--- src/sv/vip_pkg.sv ---
// Shared types and codes for the vegetation index pixel pipeline.
package vip_pkg;

  typedef enum logic [2:0] {
    MODE_NDVI  = 3'd0,
    MODE_EVI   = 3'd1,
    MODE_GNDVI = 3'd2,
    MODE_NDRE  = 3'd3,
    MODE_RDVI  = 3'd4,
    MODE_OSAVI = 3'd5,
    MODE_MSR   = 3'd6,
    MODE_NONE  = 3'd7
  } mode_t;

  localparam logic CFG_INDEX_MODE = 1'b0;
  localparam logic CFG_BANDS      = 1'b1;

  // How the tail of the pipe forms the result.
  typedef enum logic [1:0] {
    KIND_FIXED,
    KIND_RATIO,
    KIND_RDVI,
    KIND_MSR
  } kind_t;

  typedef struct packed {
    logic  ok;
    kind_t kind;
    logic  one;
  } side_t;

endpackage

--- src/sv/vip_front.sv ---
// Band selection, operand forming and special-case detection (two stages).
module vip_front #(
  parameter int SAMPLE_BITS = 16,
  parameter int DW          = 25
) (
  input  logic                clk,
  input  logic                rst,
  input  logic                adv,
  input  logic                in_vld,
  input  logic [15:0]         band1_sample,
  input  logic [15:0]         band2_sample,
  input  logic [15:0]         band3_sample,
  input  logic [15:0]         band4_sample,
  input  logic [15:0]         band5_sample,
  input  logic [2:0]          mode,
  input  logic [4:0]          bands,
  output logic                out_vld,
  output logic [DW-1:0]       a_out,
  output logic [DW-1:0]       den_out,
  output vip_pkg::side_t      side_out
);

  localparam int S  = SAMPLE_BITS;
  localparam int SW = DW + 1;

  // stage A: band roles
  logic         vld_a;
  logic [S-1:0] n_a, r_a, g_a, b_a, e_a;
  logic [2:0]   mode_a;
  logic         ok_a;
  logic         hn, hr, hg, hb, he, ok_c;

  always_comb begin
    hn = bands[4] | bands[3];
    hr = bands[2] | bands[1];
    hg = bands[1] | bands[0];
    hb = bands[0];
    he = bands[3] | bands[2];
    case (vip_pkg::mode_t'(mode))
      vip_pkg::MODE_NDVI:  ok_c = hn & hr;
      vip_pkg::MODE_EVI:   ok_c = hn & hr & hb;
      vip_pkg::MODE_GNDVI: ok_c = hn & hg;
      vip_pkg::MODE_NDRE:  ok_c = hn & he;
      vip_pkg::MODE_RDVI:  ok_c = hn & hr;
      vip_pkg::MODE_OSAVI: ok_c = hn & hr;
      vip_pkg::MODE_MSR:   ok_c = hn & hr;
      default:             ok_c = 1'b0;
    endcase
  end

  always_ff @(posedge clk) begin
    if (rst) begin
      vld_a <= 1'b0;
    end else if (adv) begin
      vld_a <= in_vld;
    end
    if (adv) begin
      n_a    <= bands[4] ? band5_sample[S-1:0] : band4_sample[S-1:0];
      r_a    <= bands[2] ? band3_sample[S-1:0] : band2_sample[S-1:0];
      g_a    <= bands[1] ? band2_sample[S-1:0] : band1_sample[S-1:0];
      b_a    <= band1_sample[S-1:0];
      e_a    <= bands[3] ? band4_sample[S-1:0] : band3_sample[S-1:0];
      mode_a <= mode;
      ok_a   <= ok_c;
    end
  end

  // stage B: numerator/denominator and special cases
  logic signed [SW-1:0] ns, rs, gs, bs, es, num, den, an_f, ad_f;
  logic [2*S-1:0]       dd;
  logic [S:0]           ssum;
  logic [S+1:0]         r4;
  logic [DW-1:0]        an, ad, a_c, den_c;
  vip_pkg::side_t       side_c;

  always_comb begin
    ns = $signed(SW'(n_a));
    rs = $signed(SW'(r_a));
    gs = $signed(SW'(g_a));
    bs = $signed(SW'(b_a));
    es = $signed(SW'(e_a));
    case (vip_pkg::mode_t'(mode_a))
      vip_pkg::MODE_EVI: begin
        num = (ns - rs) * $signed(SW'(5));
        den = ns * $signed(SW'(2)) + rs * $signed(SW'(12))
              - bs * $signed(SW'(15)) + $signed(SW'(2));
      end
      vip_pkg::MODE_GNDVI: begin
        num = ns - gs;
        den = ns + gs;
      end
      vip_pkg::MODE_NDRE: begin
        num = ns - es;
        den = ns + es;
      end
      vip_pkg::MODE_OSAVI: begin
        num = (ns - rs) * $signed(SW'(116));
        den = (ns + rs) * $signed(SW'(100)) + $signed(SW'(16));
      end
      default: begin
        num = ns - rs;
        den = ns + rs;
      end
    endcase
    an_f = num[SW-1] ? -num : num;
    ad_f = den[SW-1] ? -den : den;
    an   = an_f[DW-1:0];
    ad   = ad_f[DW-1:0];
    dd   = (2*S)'(n_a - r_a) * (2*S)'(n_a - r_a);
    ssum = (S+1)'(n_a) + (S+1)'(r_a);
    r4   = {r_a, 2'b00};

    side_c.ok   = ok_a;
    side_c.kind = vip_pkg::KIND_FIXED;
    side_c.one  = 1'b0;
    a_c         = an;
    den_c       = ad;
    case (vip_pkg::mode_t'(mode_a))
      vip_pkg::MODE_RDVI: begin
        a_c   = dd[DW-1:0];
        den_c = DW'(ssum);
        if (n_a <= r_a) begin
          side_c.one = 1'b0;
        end else if ((2*S+1)'(dd) >= (2*S+1)'(ssum)) begin
          side_c.one = 1'b1;
        end else begin
          side_c.kind = vip_pkg::KIND_RDVI;
        end
      end
      vip_pkg::MODE_MSR: begin
        a_c   = DW'(n_a);
        den_c = DW'(r_a);
        if (r_a == '0) begin
          side_c.one = (n_a != '0);
        end else if (n_a <= r_a) begin
          side_c.one = 1'b0;
        end else if ((S+2)'(n_a) >= r4) begin
          side_c.one = 1'b1;
        end else begin
          side_c.kind = vip_pkg::KIND_MSR;
        end
      end
      default: begin
        if (den == '0) begin
          side_c.one = (num > 0);
        end else if (num == '0 || (num[SW-1] != den[SW-1])) begin
          side_c.one = 1'b0;
        end else if (an >= ad) begin
          side_c.one = 1'b1;
        end else begin
          side_c.kind = vip_pkg::KIND_RATIO;
        end
      end
    endcase
  end

  always_ff @(posedge clk) begin
    if (rst) begin
      out_vld <= 1'b0;
    end else if (adv) begin
      out_vld <= vld_a;
    end
    if (adv) begin
      a_out    <= a_c;
      den_out  <= den_c;
      side_out <= side_c;
    end
  end

endmodule

--- config.mk ---
export PLATFORM = sky130hd
export DESIGN_NAME = vip_front
export DESIGN_NICKNAME = d
export VERILOG_FILES = /design/src/sv/vip_pkg.sv /design/src/sv/vip_front.sv
export SDC_FILE = /design/constraint.sdc
export NUM_CORES = 2
export LEC_CHECK = 0
export ABC_AREA = 1
export ABC_CLOCK_PERIOD_IN_PS = 7600
export BUFFER_PORTS_ARGS = -buffer_cell sky130_fd_sc_hd__buf_2
export CORE_MARGIN = 4
export CORE_UTILIZATION = 50
export CTS_CLUSTER_SIZE = 10
export DETAILED_ROUTE_END_ITERATION = 8
export PLACE_DENSITY = 0.71
export SYNTH_ARGS = -nofsm -noshare
export SYNTH_HDL_FRONTEND = slang
export SYNTH_SLANG_ARGS = --single-unit
--- constraint.sdc ---
create_clock -name clk -period 7.6 [get_ports clk]
set_input_delay 1.52 -clock clk [delete_from_list [all_inputs] [get_ports clk]]
set_output_delay 1.52 -clock clk [all_outputs]
set_load 0.01 [all_outputs]
==> results by group <==
Status
  – Status: finished with violations
  – Failing checks: negative setup slack

Worst setup path
  – CP max FO: 3
  – Critical R2R Capture: side_out[0]
  – CP Capture Type: flip-flop
  – Crit path kind: reg2reg
  – R2r setup slk: -0.35 ns
  – Reg2reg start: r_a[7]
  – Critical path required time: 7.83 ns
  – Crit-path slowest cell: fa_1
  – Arrival time worst endpoint: 8.19 ns
  – Largest stage delay, worst path: 0.56 ns
  – Worst path most repeated cell: nand2_1
  – CP startpoint kind: flip-flop
  – R2R cell count: 46

Logic synthesis
  – Synth Instances: approximately 4600
  – Syn_nets: roughly 5500
  – Largest area contributor in the netlist: fa_1
  – Yosys top cell area share: 0.223
  – Synth Cell Area: roughly 0.033 mm2
  – Async set-reset flop share out of synthesis: 0
  – Seq/Total Area, Yosys: 0.125
  – Post-synthesis register bit count: 140
  – Mean Syn Cell Area: around 7.3 um2
  – Ys Warns: 0
  – Number of synthesized flops with an enable pin: ~140
  – Synth cell types: 71
  – Most used DFF post-synth: edfxtp_1
  – Synth area leaders: fa_1 (22%), ha_1 (15%), edfxtp_1 (12%)

Floorplan
  – Full die area: about 0.071 mm2
  – Die height: between 200 and 300 um
  – Top-level I/O count: between 100 and 150
  – Die X: approximately 270 um
  – Floorplan row count: between 90 and 100
  – Initial Util: 0.506
  – Core area: 0.0660 mm2

Timing
  – Fmax achieved: between 100 and 150 MHz
  – RSZ-0062 raised after global routing: true
  – Final Max Tran Viols: 0
  – Least-Margin Pin Slew: approximately 1.1 ns
  – Slew headroom: 0.232
  – Final Skew: roughly 0.022 ns
  – Worst setup margin: -0.350 ns
  – Final hold vios: 0
  – Final min period: 7.95 ns
  – Period utilization: 1.05
  – Final Setup Violations: 3
  – Setup TNS: -0.832 ns

Global routing
  – Overflow after GRT: 0
  – Initial antenna violation count: 2
  – GRT Overall Usage: 0.374
  – First-pass GRT wire length: roughly 200000 um
  – Largest net degree at the start of global routing: 73
  – Vias in the first global route: approximately 34000

Clocking
  – CTS hold repair buffers: 0
  – Htree depth: 4
  – Clk Tree Root Cell: clkbuf_16
  – TritonCTS Buffers: 17
  – Clock sink count: 140
  – Clock transition at path regs: ~0.07 ns
  – Worst skew pair latency: ~0.50 ns
  – Clock Tree Buf Depth: 2
  – CTS tree: built

Min path
  – Min-Delay Endpoint: side_out[3]
  – Worst hold stages: 0
  – Worst hold path type: reg2reg
  – Worst Hold Launch: ok_a

Detailed routing
  – WL final: 134000 um
  – DRT iter0 DRCs: around 2800
  – DR WL/cell: 21.2 um
  – Antenna Nets Post-Route: 0
  – Vias per cell: 5.42
  – Drt pass-1 iters: 6
  – Via count: roughly 34000
  – Drt drc: 0

Finish
  – Area Growth Syn to Fin: 29.8%
  – Non-filler instance count after layout: 6302
  – Fin util: 0.656
  – Layout cells sized above 1: 0.267
  – Nets@finish: between 6000 and 7000

Place
  – Placed cells: 6185
  – Routability cong.: about 1.0
  – Dpl ws: -0.660 ns
  – Post-DP HPWL: ~110000 um
  – Port Buffers: between 100 and 150

Job
  – Number of max-cap violations: 0
## routing by layer
layer	global-route usage	wire, um
met5	0	11
met1	0.449	50900
met2	0.634	62600
met4	0.243	11000
met3	0.0509	9150
## state kept, by name, indices dropped and copies added, names as in the netlist
| name | cells |
|---|---|
| b_a | 16 |
| r_a | 16 |
| side_out | 4 |
| mode_a | 3 |
| vld_a | 1 |
| a_out | 25 |
| g_a | 16 |
| ok_a | 1 |
| e_a | 16 |
| n_a | 16 |
| den_out | 25 |
| out_vld | 1 |
## timing repair
item,4_1_cts,5_1_grt
pin swaps,174,150
resized for setup,336,190
setup buffers,74,18
setup endpoints to repair,5,9
## worst max-delay path, delay by kind of cell, from the launching register on
family / cells / cell delay [ns]
adders and majority gates: 6 / 2.41
and+or+nand+nor: 20 / 2.12
AOI/OAI and AO/OA: 9 / 1.51
DFF: 1 / 0.44
buffers and inverters: 9 / 0.83
xor gates and xnor gates: 2 / 0.40
## cells in the final DEF (no fill, tap or decap), drive strengths merged, types with 3 or more instances in the layout
cell type,Yosys,routed
xor2,84,84
clkinv,3,5
buf,28,887
a31oi,9,9
xnor2,28,28
o221ai,6,6
o31ai,4,4
nand3b,24,24
edfxtp,138,138
clkinvlp,0,6
o21a,6,6
a21o,13,13
ha,402,402
nor3,27,27
o21bai,26,26
and2,3,3
o211ai,23,23
a211oi,9,9
nand4,69,69
nand2,1037,1037
clkbuf,51,17
o22ai,10,10
a21oi,259,259
inv,972,977
or2,23,23
nor2,429,429
a221oi,3,3
fa,371,371
a21boi,10,10
nor4,10,10
o21ai,218,218
nand3,289,289
## per-stage QoR
step | area [um2] | hold slack (ns)
2_1_floorplan | 33500 | 0.400
3_3_place_gp | 40000 | 0.420
3_5_place_dp | 40000 | 0.409
4_1_cts | 42500 | 0.441
5_1_grt | 43300 | 0.455
6_report | 43300 | 0.435
## worst max-delay path by stage
stage                     startpoint     endpoint  slack, ns  cells past startpoint
after floorplan               r_a[2]  side_out[0]      0.009                     45
after global placement        r_a[1]  side_out[0]      -0.56                     41
after detailed placement      r_a[1]  side_out[0]      -0.66                     46
after CTS                     r_a[0]  side_out[0]      -0.17                     53
after global routing          r_a[1]  side_out[0]      -0.61                     50
final                         r_a[7]  side_out[0]      -0.35                     46
## synth_stat cells, types with 24 or more instances
cell         n
nand3_1    277
fa_1       371
xnor2_1     27
edfxtp_1   138
ha_1       402
inv_2       27
o21bai_1    24
nand4_1     68
o21ai_0    195
inv_1      944
nor2_1     395
nand2_1   1014
a21oi_1    257
xor2_1      81
clkbuf_1    51
nor3_1      25
## cell families after synthesis
kind of cell | synth area share
multiplexers | 0.000675
AO/OA/AOI/OAI | 0.102
adder cells (fa/ha/maj) | 0.373
XOR/XNOR | 0.0303
AND/OR/NAND/NOR | 0.248
buffers and inverters | 0.121
flip-flops | 0.125
## final cells by class
type / instances / area [um2]
well taps: 864 / 1080
clock inverters: 15 / 178
multi-input cells: 3402 / 27200
diodes: 2 / 5.00
fillers: 5746 / 22700
inverters: 975 / 3680
clock buffers: 17 / 425
repair buffers: 887 / 6560
flip-flops and latches: 140 / 4180
Power is left out: the tool's default activity adds up to more than one toggle a clock period on the data nets, which glitch-free logic cannot reach.
