File: src/sv/vip_pkg.sv
// Shared types and codes for the vegetation index pixel pipeline.
package vip_pkg;

  typedef enum logic [2:0] {
    MODE_NDVI  = 3'd0,
    MODE_EVI   = 3'd1,
    MODE_GNDVI = 3'd2,
    MODE_NDRE  = 3'd3,
    MODE_RDVI  = 3'd4,
    MODE_OSAVI = 3'd5,
    MODE_MSR   = 3'd6,
    MODE_NONE  = 3'd7
  } mode_t;

  localparam logic CFG_INDEX_MODE = 1'b0;
  localparam logic CFG_BANDS      = 1'b1;

  // How the tail of the pipe forms the result.
  typedef enum logic [1:0] {
    KIND_FIXED,
    KIND_RATIO,
    KIND_RDVI,
    KIND_MSR
  } kind_t;

  typedef struct packed {
    logic  ok;
    kind_t kind;
    logic  one;
  } side_t;

endpackage

File: src/sv/vip_sqrt.sv
// Pipelined integer square root, one root bit per stage; quotient carried alongside.
module vip_sqrt #(
  parameter int QW = 34,
  parameter int RW = 17
) (
  input  logic           clk,
  input  logic           rst,
  input  logic           adv,
  input  logic           in_vld,
  input  logic [QW-1:0]  v,
  input  vip_pkg::side_t side_in,
  output logic           out_vld,
  output logic [RW-1:0]  root_out,
  output logic [QW-1:0]  q_out,
  output vip_pkg::side_t side_out
);

  localparam int MW = RW + 3;

  logic           vld  [RW+1];
  logic [QW-1:0]  sv   [RW+1];
  logic [QW-1:0]  qk   [RW+1];
  logic [MW-1:0]  rem  [RW+1];
  logic [RW-1:0]  root [RW+1];
  vip_pkg::side_t side [RW+1];

  assign vld[0]  = in_vld;
  assign sv[0]   = v;
  assign qk[0]   = v;
  assign rem[0]  = '0;
  assign root[0] = '0;
  assign side[0] = side_in;

  for (genvar j = 0; j < RW; j++) begin : g_step
    logic [MW-1:0] sh, trial, diff;
    logic          ge;
    always_comb begin
      sh    = {rem[j][MW-3:0], sv[j][QW-1:QW-2]};
      trial = {1'b0, root[j], 2'b01};
      ge    = (sh >= trial);
      diff  = sh - trial;
    end
    always_ff @(posedge clk) begin
      if (rst) begin
        vld[j+1] <= 1'b0;
      end else if (adv) begin
        vld[j+1] <= vld[j];
      end
      if (adv) begin
        sv[j+1]   <= {sv[j][QW-3:0], 2'b00};
        qk[j+1]   <= qk[j];
        rem[j+1]  <= ge ? diff : sh;
        root[j+1] <= {root[j][RW-2:0], ge};
        side[j+1] <= side[j];
      end
    end
  end

  assign out_vld  = vld[RW];
  assign root_out = root[RW];
  assign q_out    = qk[RW];
  assign side_out = side[RW];

endmodule

File: config.mk
export PLATFORM = sky130hd
export DESIGN_NAME = vip_sqrt
export DESIGN_NICKNAME = d
export VERILOG_FILES = /design/src/sv/vip_pkg.sv /design/src/sv/vip_sqrt.sv
export SDC_FILE = /design/constraint.sdc
export NUM_CORES = 1
export LEC_CHECK = 0
export BUFFER_PORTS_ARGS = -buffer_cell sky130_fd_sc_hd__buf_2
export CORE_ASPECT_RATIO = 1.4
export CORE_MARGIN = 1
export CORE_UTILIZATION = 38
export DETAILED_ROUTE_END_ITERATION = 10
export PLACE_DENSITY_LB_ADDON = 0.12
export SLEW_MARGIN = 10
export SYNTH_ARGS = -nofsm -noshare
export SYNTH_HDL_FRONTEND = slang
export SYNTH_SLANG_ARGS = --single-unit
export TNS_END_PERCENT = 5
File: constraint.sdc
create_clock -name clk -period 3.5 [get_ports clk]
set_clock_uncertainty 0.2 [all_clocks]
set_input_delay 0.35 -clock clk [delete_from_list [all_inputs] [get_ports clk]]
set_output_delay 0.35 -clock clk [all_outputs]
set_load 0.05 [all_outputs]
==> results of run 1 <==
worst reg2reg max path: stages (launching register included):
cell	delay [ns]
edfxtp_1	0.40
ha_1	0.38
nor2b_1	0.18
o31ai_1	0.45
a2111oi_0	0.21
and3b_1	0.33
and2_1	0.46
inv_1	0.18
mux2i_1	0.15
timing repair:
action	in CTS	in global routing
setup endpoints to repair	0	0
hold buffers	44	0
endpoints found under the hold margin	84	0
setup buffers	0	0
layout make-up:
cell class | count | area (um2) | share of cell area
multi-input combinational | 1507 | 10400 | 0.205
sequential | 1084 | 32400 | 0.636
inverter | 213 | 800 | 0.0157
tap | 1490 | 1860 | 0.0366
timing repair buffer | 231 | 1840 | 0.0361
clock buffer | 123 | 2720 | 0.0534
clock inverter | 72 | 890 | 0.0175
registers in the layout, indices dropped and copies added, names as in the netlist:
name	flops
qk	544
side	64
vld	16
side_out	4
g_step.trial	136
root_out	17
g_step.sh	268
out_vld	1
q_out	34
cells in the final DEF, fill, tap and decap left out, types with 18 or more instances in the layout:
master / n
a21oi_1: 135
o21ai_0: 126
clkinv_1: 22
inv_1: 211
nor3_1: 61
o21a_1: 29
buf_12: 18
edfxtp_1: 1067
xor2_1: 88
ha_1: 171
a211oi_1: 20
nand4_1: 20
mux2_2: 27
buf_2: 96
nor2b_1: 23
or3_1: 20
nand3_1: 35
xnor2_1: 103
a21o_1: 44
clkinv_2: 21
nand2_1: 153
mux2i_1: 26
nor2_1: 181
buf_4: 72
dlygate4sd3_1: 44
clkbuf_16: 106
nor4_1: 22
nand2b_1: 28
or4_1: 18
power by group:
part	switching, mW	internal, mW
logic	2.28	1.53
registers	0.586	15.7
clock network	4.90	6.78
metal layers:
layer  up-vias  GRT usage  part of all wire  wire, um
met5         -          0                 0         0
met4         0     0.0749             0.046      3840
met3       214     0.0232             0.031      2560
met2       419      0.293              0.59     49100
met1     11305      0.126              0.33     27500
li1      11261          -                 -         -
worst max-delay path by stage:
stage | startpoint | to | slack (ns)
after floorplan | g_step[14].sh[2] | g_step[15].sh[10] | 0.61
after global placement | qk[358] | g_step[8].sh[2] | 0.30
after detailed placement | g_step[12].sh[13] | g_step[13].sh[9] | 0.33
after CTS | qk[215] | g_step[12].sh[19] | 0.29
after global routing | g_step[8].sh[2] | g_step[9].sh[6] | 0.08
final | g_step[8].sh[2] | g_step[9].sh[3] | 0.33
cells by family after synthesis:
kind of cell             after synthesis  synth area share
AND/OR/NAND/NOR                      620            0.0693
flip-flops                          1084             0.736
other                                  1         0.0000852
buffers and inverters                288            0.0280
multiplexers                          53            0.0128
AO/OA/AOI/OAI                        471            0.0674
XOR/XNOR                             191            0.0380
adder cells (fa/ha/maj)              171            0.0486
per-stage QoR:
step                total power, mW  cells  hold slack, ns
floorplan                      18.8   2879           0.200
finish                         31.7   4720           0.137
CTS                            32.2   4720          0.0839
global route                   33.2   4720           0.110
global placement               20.2   4481           0.200
detailed placement             20.3   4481           0.205
==> results.sh, run 1 <==
export IMPL_status="finished, final reports clean"
export IMPL_grt_overflow=0
export IMPL_synth_edf_count=1067
export IMPL_worstSetupPathType="flop to flop"
export IMPL_io_pins=98
export IMPL_post_cts_resized=0
export IMPL_reg2reg_slack_ns=0.33
export IMPL_fin_nets=3356
export IMPL_clk_pin_slew_ns=0.06
export IMPL_diodes=0
export IMPL_cp_max_fo=15
export IMPL_cts_tree="done"
export IMPL_drt_iter0_markers=1123
export IMPL_start_kind="flop"
export IMPL_antenna_found_initial=0
export IMPL_setup_viol=0
export IMPL_crit_chain="ha_1 > nor2b_1 > o31ai_1 > a2111oi_0 > and3b_1 > and2_1 > inv_1 > mux2i_1"
export IMPL_r2r_end="g_step[9].sh[3]"
export IMPL_vdd_drop_max_mv=0.442
export IMPL_ctsHtreeMaxLevel=3
export IMPL_drive_gt1_frac=0.124
export IMPL_finalHoldViolCount=0
export IMPL_routed_via_count=23199
export IMPL_synthDominantCellAreaShare=0.728
export IMPL_gp_congestion=0.919
export IMPL_max_stage_delay_ns=0.46
export IMPL_setup_tns_ns=0
export IMPL_cts_buffers=106
export IMPL_cp_slowest_cell="and2_1"
export IMPL_power_leakage_nw=19.1
export IMPL_crit_family="simple AND/OR/NAND/NOR gates"
export IMPL_holdPathEnd="qk[575]"
export IMPL_required_ns=3.74
export IMPL_period_share=0.906
export IMPL_core_area_um2=115000
export IMPL_maxClockFrequency_mhz=315
export IMPL_post_dp_cell_area_um2=46900
export IMPL_portBuffers=97
export IMPL_synthCells=2879
export IMPL_syn_to_final_growth_pct=15.7
export IMPL_row_count=147
export IMPL_fp_dieW_um=290
export IMPL_initial_utilization=0.383
export IMPL_grtUsageTotal=0.142
export IMPL_syn_nets=3092
export IMPL_dieHeight_um=405
export IMPL_synthesis_area_um2=44000
export IMPL_synth_area_leaders="edfxtp_1 (73%), ha_1 (4.9%), xnor2_1 (2.0%)"
export IMPL_synth_seq_cells=1084
export IMPL_min_from="v[31]"
export IMPL_slew_violations=0
export IMPL_p_per_area_nw_per_um2=624
export IMPL_grt_pass1_vias=24127
export IMPL_synth_area_leader_cell="edfxtp_1"
export IMPL_post_route_util=0.443
export IMPL_cts_buffer_depth=3
export IMPL_wl_per_cell_um=17.6
export IMPL_cap_violations=0
export IMPL_grt_pass1_wl_mm=128
export IMPL_hold_depth=2
export IMPL_dp_hpwl_mm=58.7
export IMPL_ys_warn_count=0
export IMPL_synth_distinct_cells=76
export IMPL_final_area_um2=50900
export IMPL_synthArstFlopShare=0
export IMPL_finalWorstSetupSlack_ns=0.328
export IMPL_cp_arrival_ns=3.41
export IMPL_clock_root_buffer="clkbuf_16"
export IMPL_dieArea_um2=117000
export IMPL_worst_setup_path_end_kind="flop"
export IMPL_worst_pin_slew_ns=0.748
export IMPL_cp_depth=8
export IMPL_synth_main_ff_cell="edfxtp_1"
export IMPL_synth_seq_area_share=0.736
export IMPL_worstSkewPairLatency_ns=0.72
export IMPL_slew_headroom=0.497
export IMPL_clock_sinks=1084
export IMPL_synth_most_common_cell="edfxtp_1"
export IMPL_rsz0062_at_grt="no"
export IMPL_grt_max_degree=94
export IMPL_layout_min_cycle_time_ns=3.17
export IMPL_hp_class="input pin to flop"
export IMPL_nFillCells=10175
export IMPL_synthTopCellsByCount="edfxtp_1 (1067), inv_1 (211), nor2_1 (181), ha_1 (171), nand2_1 (153)"
export IMPL_cp_buffers_inverters=1
export IMPL_rr_worst_depth=8
export IMPL_routed_wl_mm=83.0
export IMPL_syn_avg_cell_area_um2=15.3
export IMPL_ant_nets=0
export IMPL_avgViaCountPerCell=4.92
export IMPL_r2r_start="g_step[8].sh[2]"
export IMPL_place_ws_ns=0.329
export IMPL_dr_pass1_iters=4
export IMPL_drt_drc_violations_left=0
Power figures use the tool's default switching activity.
==> inputs of run 2 (changes only) <==
--- a/config.mk
+++ b/config.mk
@@ -10,6 +10,7 @@
 export CORE_MARGIN = 1
 export CORE_UTILIZATION = 38
 export DETAILED_ROUTE_END_ITERATION = 10
+export MAX_ROUTING_LAYER = met4
 export PLACE_DENSITY_LB_ADDON = 0.12
 export SLEW_MARGIN = 10
 export SYNTH_ARGS = -nofsm -noshare
==> constraint.sdc (replaced) <==
create_clock -name clk -period 2.7 [get_ports clk]
set_clock_uncertainty 0.2 [all_clocks]
set_input_delay 0.27 -clock clk [delete_from_list [all_inputs] [get_ports clk]]
set_output_delay 0.27 -clock clk [all_outputs]
set_load 0.05 [all_outputs]
==> run 2 against run 1 <==
  * Register-to-register slack worse by 0.51 ns
  * Sequential share of layout area decreased by 4.2 points
  * Clock-buffer cell count is 2 lower
  * Non-clock buffer count is 346 higher
  * Via count increased by 6.0%
  * Sequential cell count did not move
  * Critical path type unchanged
  * Sequential power up 29%
  * Core utilization is 3.2 points higher
  * First-iteration DRC count is 0.71% higher
  * Hold slack worse by 0.060 ns
  * The run now ends with negative setup slack left
==> results.sh, run 2 (same netlist as run 1, synthesis figures left out) <==
export IMPL_final_cell_mix="edfxtp_1 (1067), buf_4 (398), inv_1 (200), nor2_1 (159), nand2_1 (150)"
export IMPL_switching_power_mw=10.5
export IMPL_grt_max_degree=102
export IMPL_layout_min_cycle_time_ns=2.88
export IMPL_largest_reg_flops=544
export IMPL_p_per_area_nw_per_um2=771
export IMPL_routed_via_count=24583
export IMPL_grt_pass1_vias=26223
export IMPL_fp_dieW_um=290
export IMPL_p_comb_frac=0.146
export IMPL_dp_hpwl_mm=64.9
export IMPL_finalHoldViolCount=0
export IMPL_failed_checks="negative setup slack"
export IMPL_required_ns=2.94
export IMPL_grt_overflow=0
export IMPL_cp_max_fo=6
export IMPL_cp_buffers_inverters=1
export IMPL_layout_commonest_cell="edfxtp_1"
export IMPL_initial_utilization=0.383
export IMPL_rsz0062_at_grt="yes"
export IMPL_cp_slowest_cell="edfxtp_1"
export IMPL_crit_chain="inv_2 > ha_4 > nor2b_1 > o31a_1 > o41ai_4 > o211ai_1 > or2_4 > mux2_2"
export IMPL_gp_congestion=0.930
export IMPL_maxClockFrequency_mhz=347
export IMPL_clock_root_buffer="clkbuf_16"
export IMPL_dieArea_um2=117000
export IMPL_worst_setup_path_end_kind="flop"
export IMPL_max_stage_delay_ns=0.41
export IMPL_clkPwrFrac=0.351
export IMPL_antenna_found_initial=0
export IMPL_worst_pin_slew_ns=0.540
export IMPL_p_sw_frac=0.250
export IMPL_cap_violations=0
export IMPL_status="complete, but fails checks"
export IMPL_cts_tree="done"
export IMPL_wl_per_cell_um=17.9
export IMPL_regMostFlops="qk"
export IMPL_dieHeight_um=405
export IMPL_crit_family="compound AO/OA/AOI/OAI gates"
export IMPL_ctsHtreeMaxLevel=3
export IMPL_slew_violations=0
export IMPL_clock_sinks=1084
export IMPL_period_share=1.07
export IMPL_hp_class="input pin to flop"
export IMPL_io_pins=98
export IMPL_cp_arrival_ns=3.12
export IMPL_portBuffers=97
export IMPL_core_area_um2=115000
export IMPL_worstSetupPathType="flop to flop"
export IMPL_clk_pin_slew_ns=0.06
export IMPL_drt_iter0_markers=1131
export IMPL_drive_gt1_frac=0.258
export IMPL_drt_drc_violations_left=0
export IMPL_vdd_drop_max_mv=0.567
export IMPL_dr_pass1_iters=5
export IMPL_cts_buffers=106
export IMPL_seq_power_share=0.503
export IMPL_nFillCells=9920
export IMPL_start_kind="flop"
export IMPL_finalWorstSetupSlack_ns=-0.178
export IMPL_final_area_um2=54500
export IMPL_grtUsageTotal=0.160
export IMPL_post_dp_cell_area_um2=49400
export IMPL_cts_buffer_depth=3
export IMPL_avgViaCountPerCell=4.85
export IMPL_place_ws_ns=-0.539
export IMPL_routed_wl_mm=90.7
export IMPL_slew_headroom=0.631
export IMPL_power_leakage_nw=20.8
export IMPL_fin_nets=3703
export IMPL_row_count=147
export IMPL_setup_viol=54
export IMPL_syn_to_final_growth_pct=23.9
export IMPL_worstSkewPairLatency_ns=0.71
export IMPL_grt_pass1_wl_mm=140
export IMPL_internal_power_mw=31.5
export IMPL_ant_nets=0
## run 2: final cells by class
type / instances / area (um2) / share of cell area
flip-flops and latches: 1084 / 32400 / 0.594
multi-input cells: 1508 / 11400 / 0.210
repair buffers: 577 / 4570 / 0.0837
clock buffers: 121 / 2730 / 0.0501
well taps: 1490 / 1860 / 0.0342
inverters: 213 / 800 / 0.0147
clock inverters: 76 / 759 / 0.0139
diodes: 1 / 2.50 / 0.0000459
## run 2: power groups by stage
stage               clock network [mW]  logic (mW)  registers, mW
floorplan                            0        3.24           21.2
global route                      15.9        6.75           21.3
CTS                               15.3        6.01           21.2
detailed placement                   0        5.69           21.5
finish                            14.7        6.15           21.1
global placement                     0        5.61           21.5
## run 2: through the flow
stage          cells  utilization  setup TNS (ns)  hold WS, ns  total power, mW
2_1_floorplan   2879            -          -0.947        0.169             24.4
3_3_place_gp    4808        0.430          -17.41        0.200             27.1
3_5_place_dp    4808        0.430          -19.99        0.205             27.2
4_1_cts         5064        0.471           -5.75      0.00723             42.4
5_1_grt         5069        0.475          -12.26       0.0479             43.9
6_report        5070        0.475           -3.73       0.0766             42.0
## run 2: worst reg2reg max path: stages, from the launching register on
cell,delay [ns]
edfxtp_1,0.41
inv_2,0.09
ha_4,0.20
nor2b_1,0.14
o31a_1,0.29
o41ai_4,0.34
o211ai_1,0.27
or2_4,0.36
mux2_2,0.30
## run 2: path summary, 6_finish.rpt
check / startpoint / end / slack, ns / cells past startpoint
setup / recovery: g_step[14].trial[2] / g_step[15].sh[13] / -0.18 / 8
hold / removal: v[12] / qk[556] / 0.08 / 2
setup reg to reg: g_step[14].trial[2] / g_step[15].sh[13] / -0.18 / 8
hold reg to reg: side[11] / side[7] / 0.21 / 0
## run 2: routing by layer
| layer | GRT usage | part of all wire | wire, um |
|---|---|---|---|
| met5 | - | 0 | 0 |
| met4 | 0.0897 | 0.053 | 4820 |
| met3 | 0.0221 | 0.027 | 2440 |
| met2 | 0.317 | 0.59 | 53300 |
| met1 | 0.140 | 0.33 | 30200 |
## run 2: timing repair
action                                  in CTS  in global routing
endpoints found under the setup margin     172                208
pin swaps                                   40                 26
resized for setup                          132                110
hold buffers                                43                  0
setup buffers                               15                  5
endpoints found under the hold margin      295                  0
cloned                                       2                  0
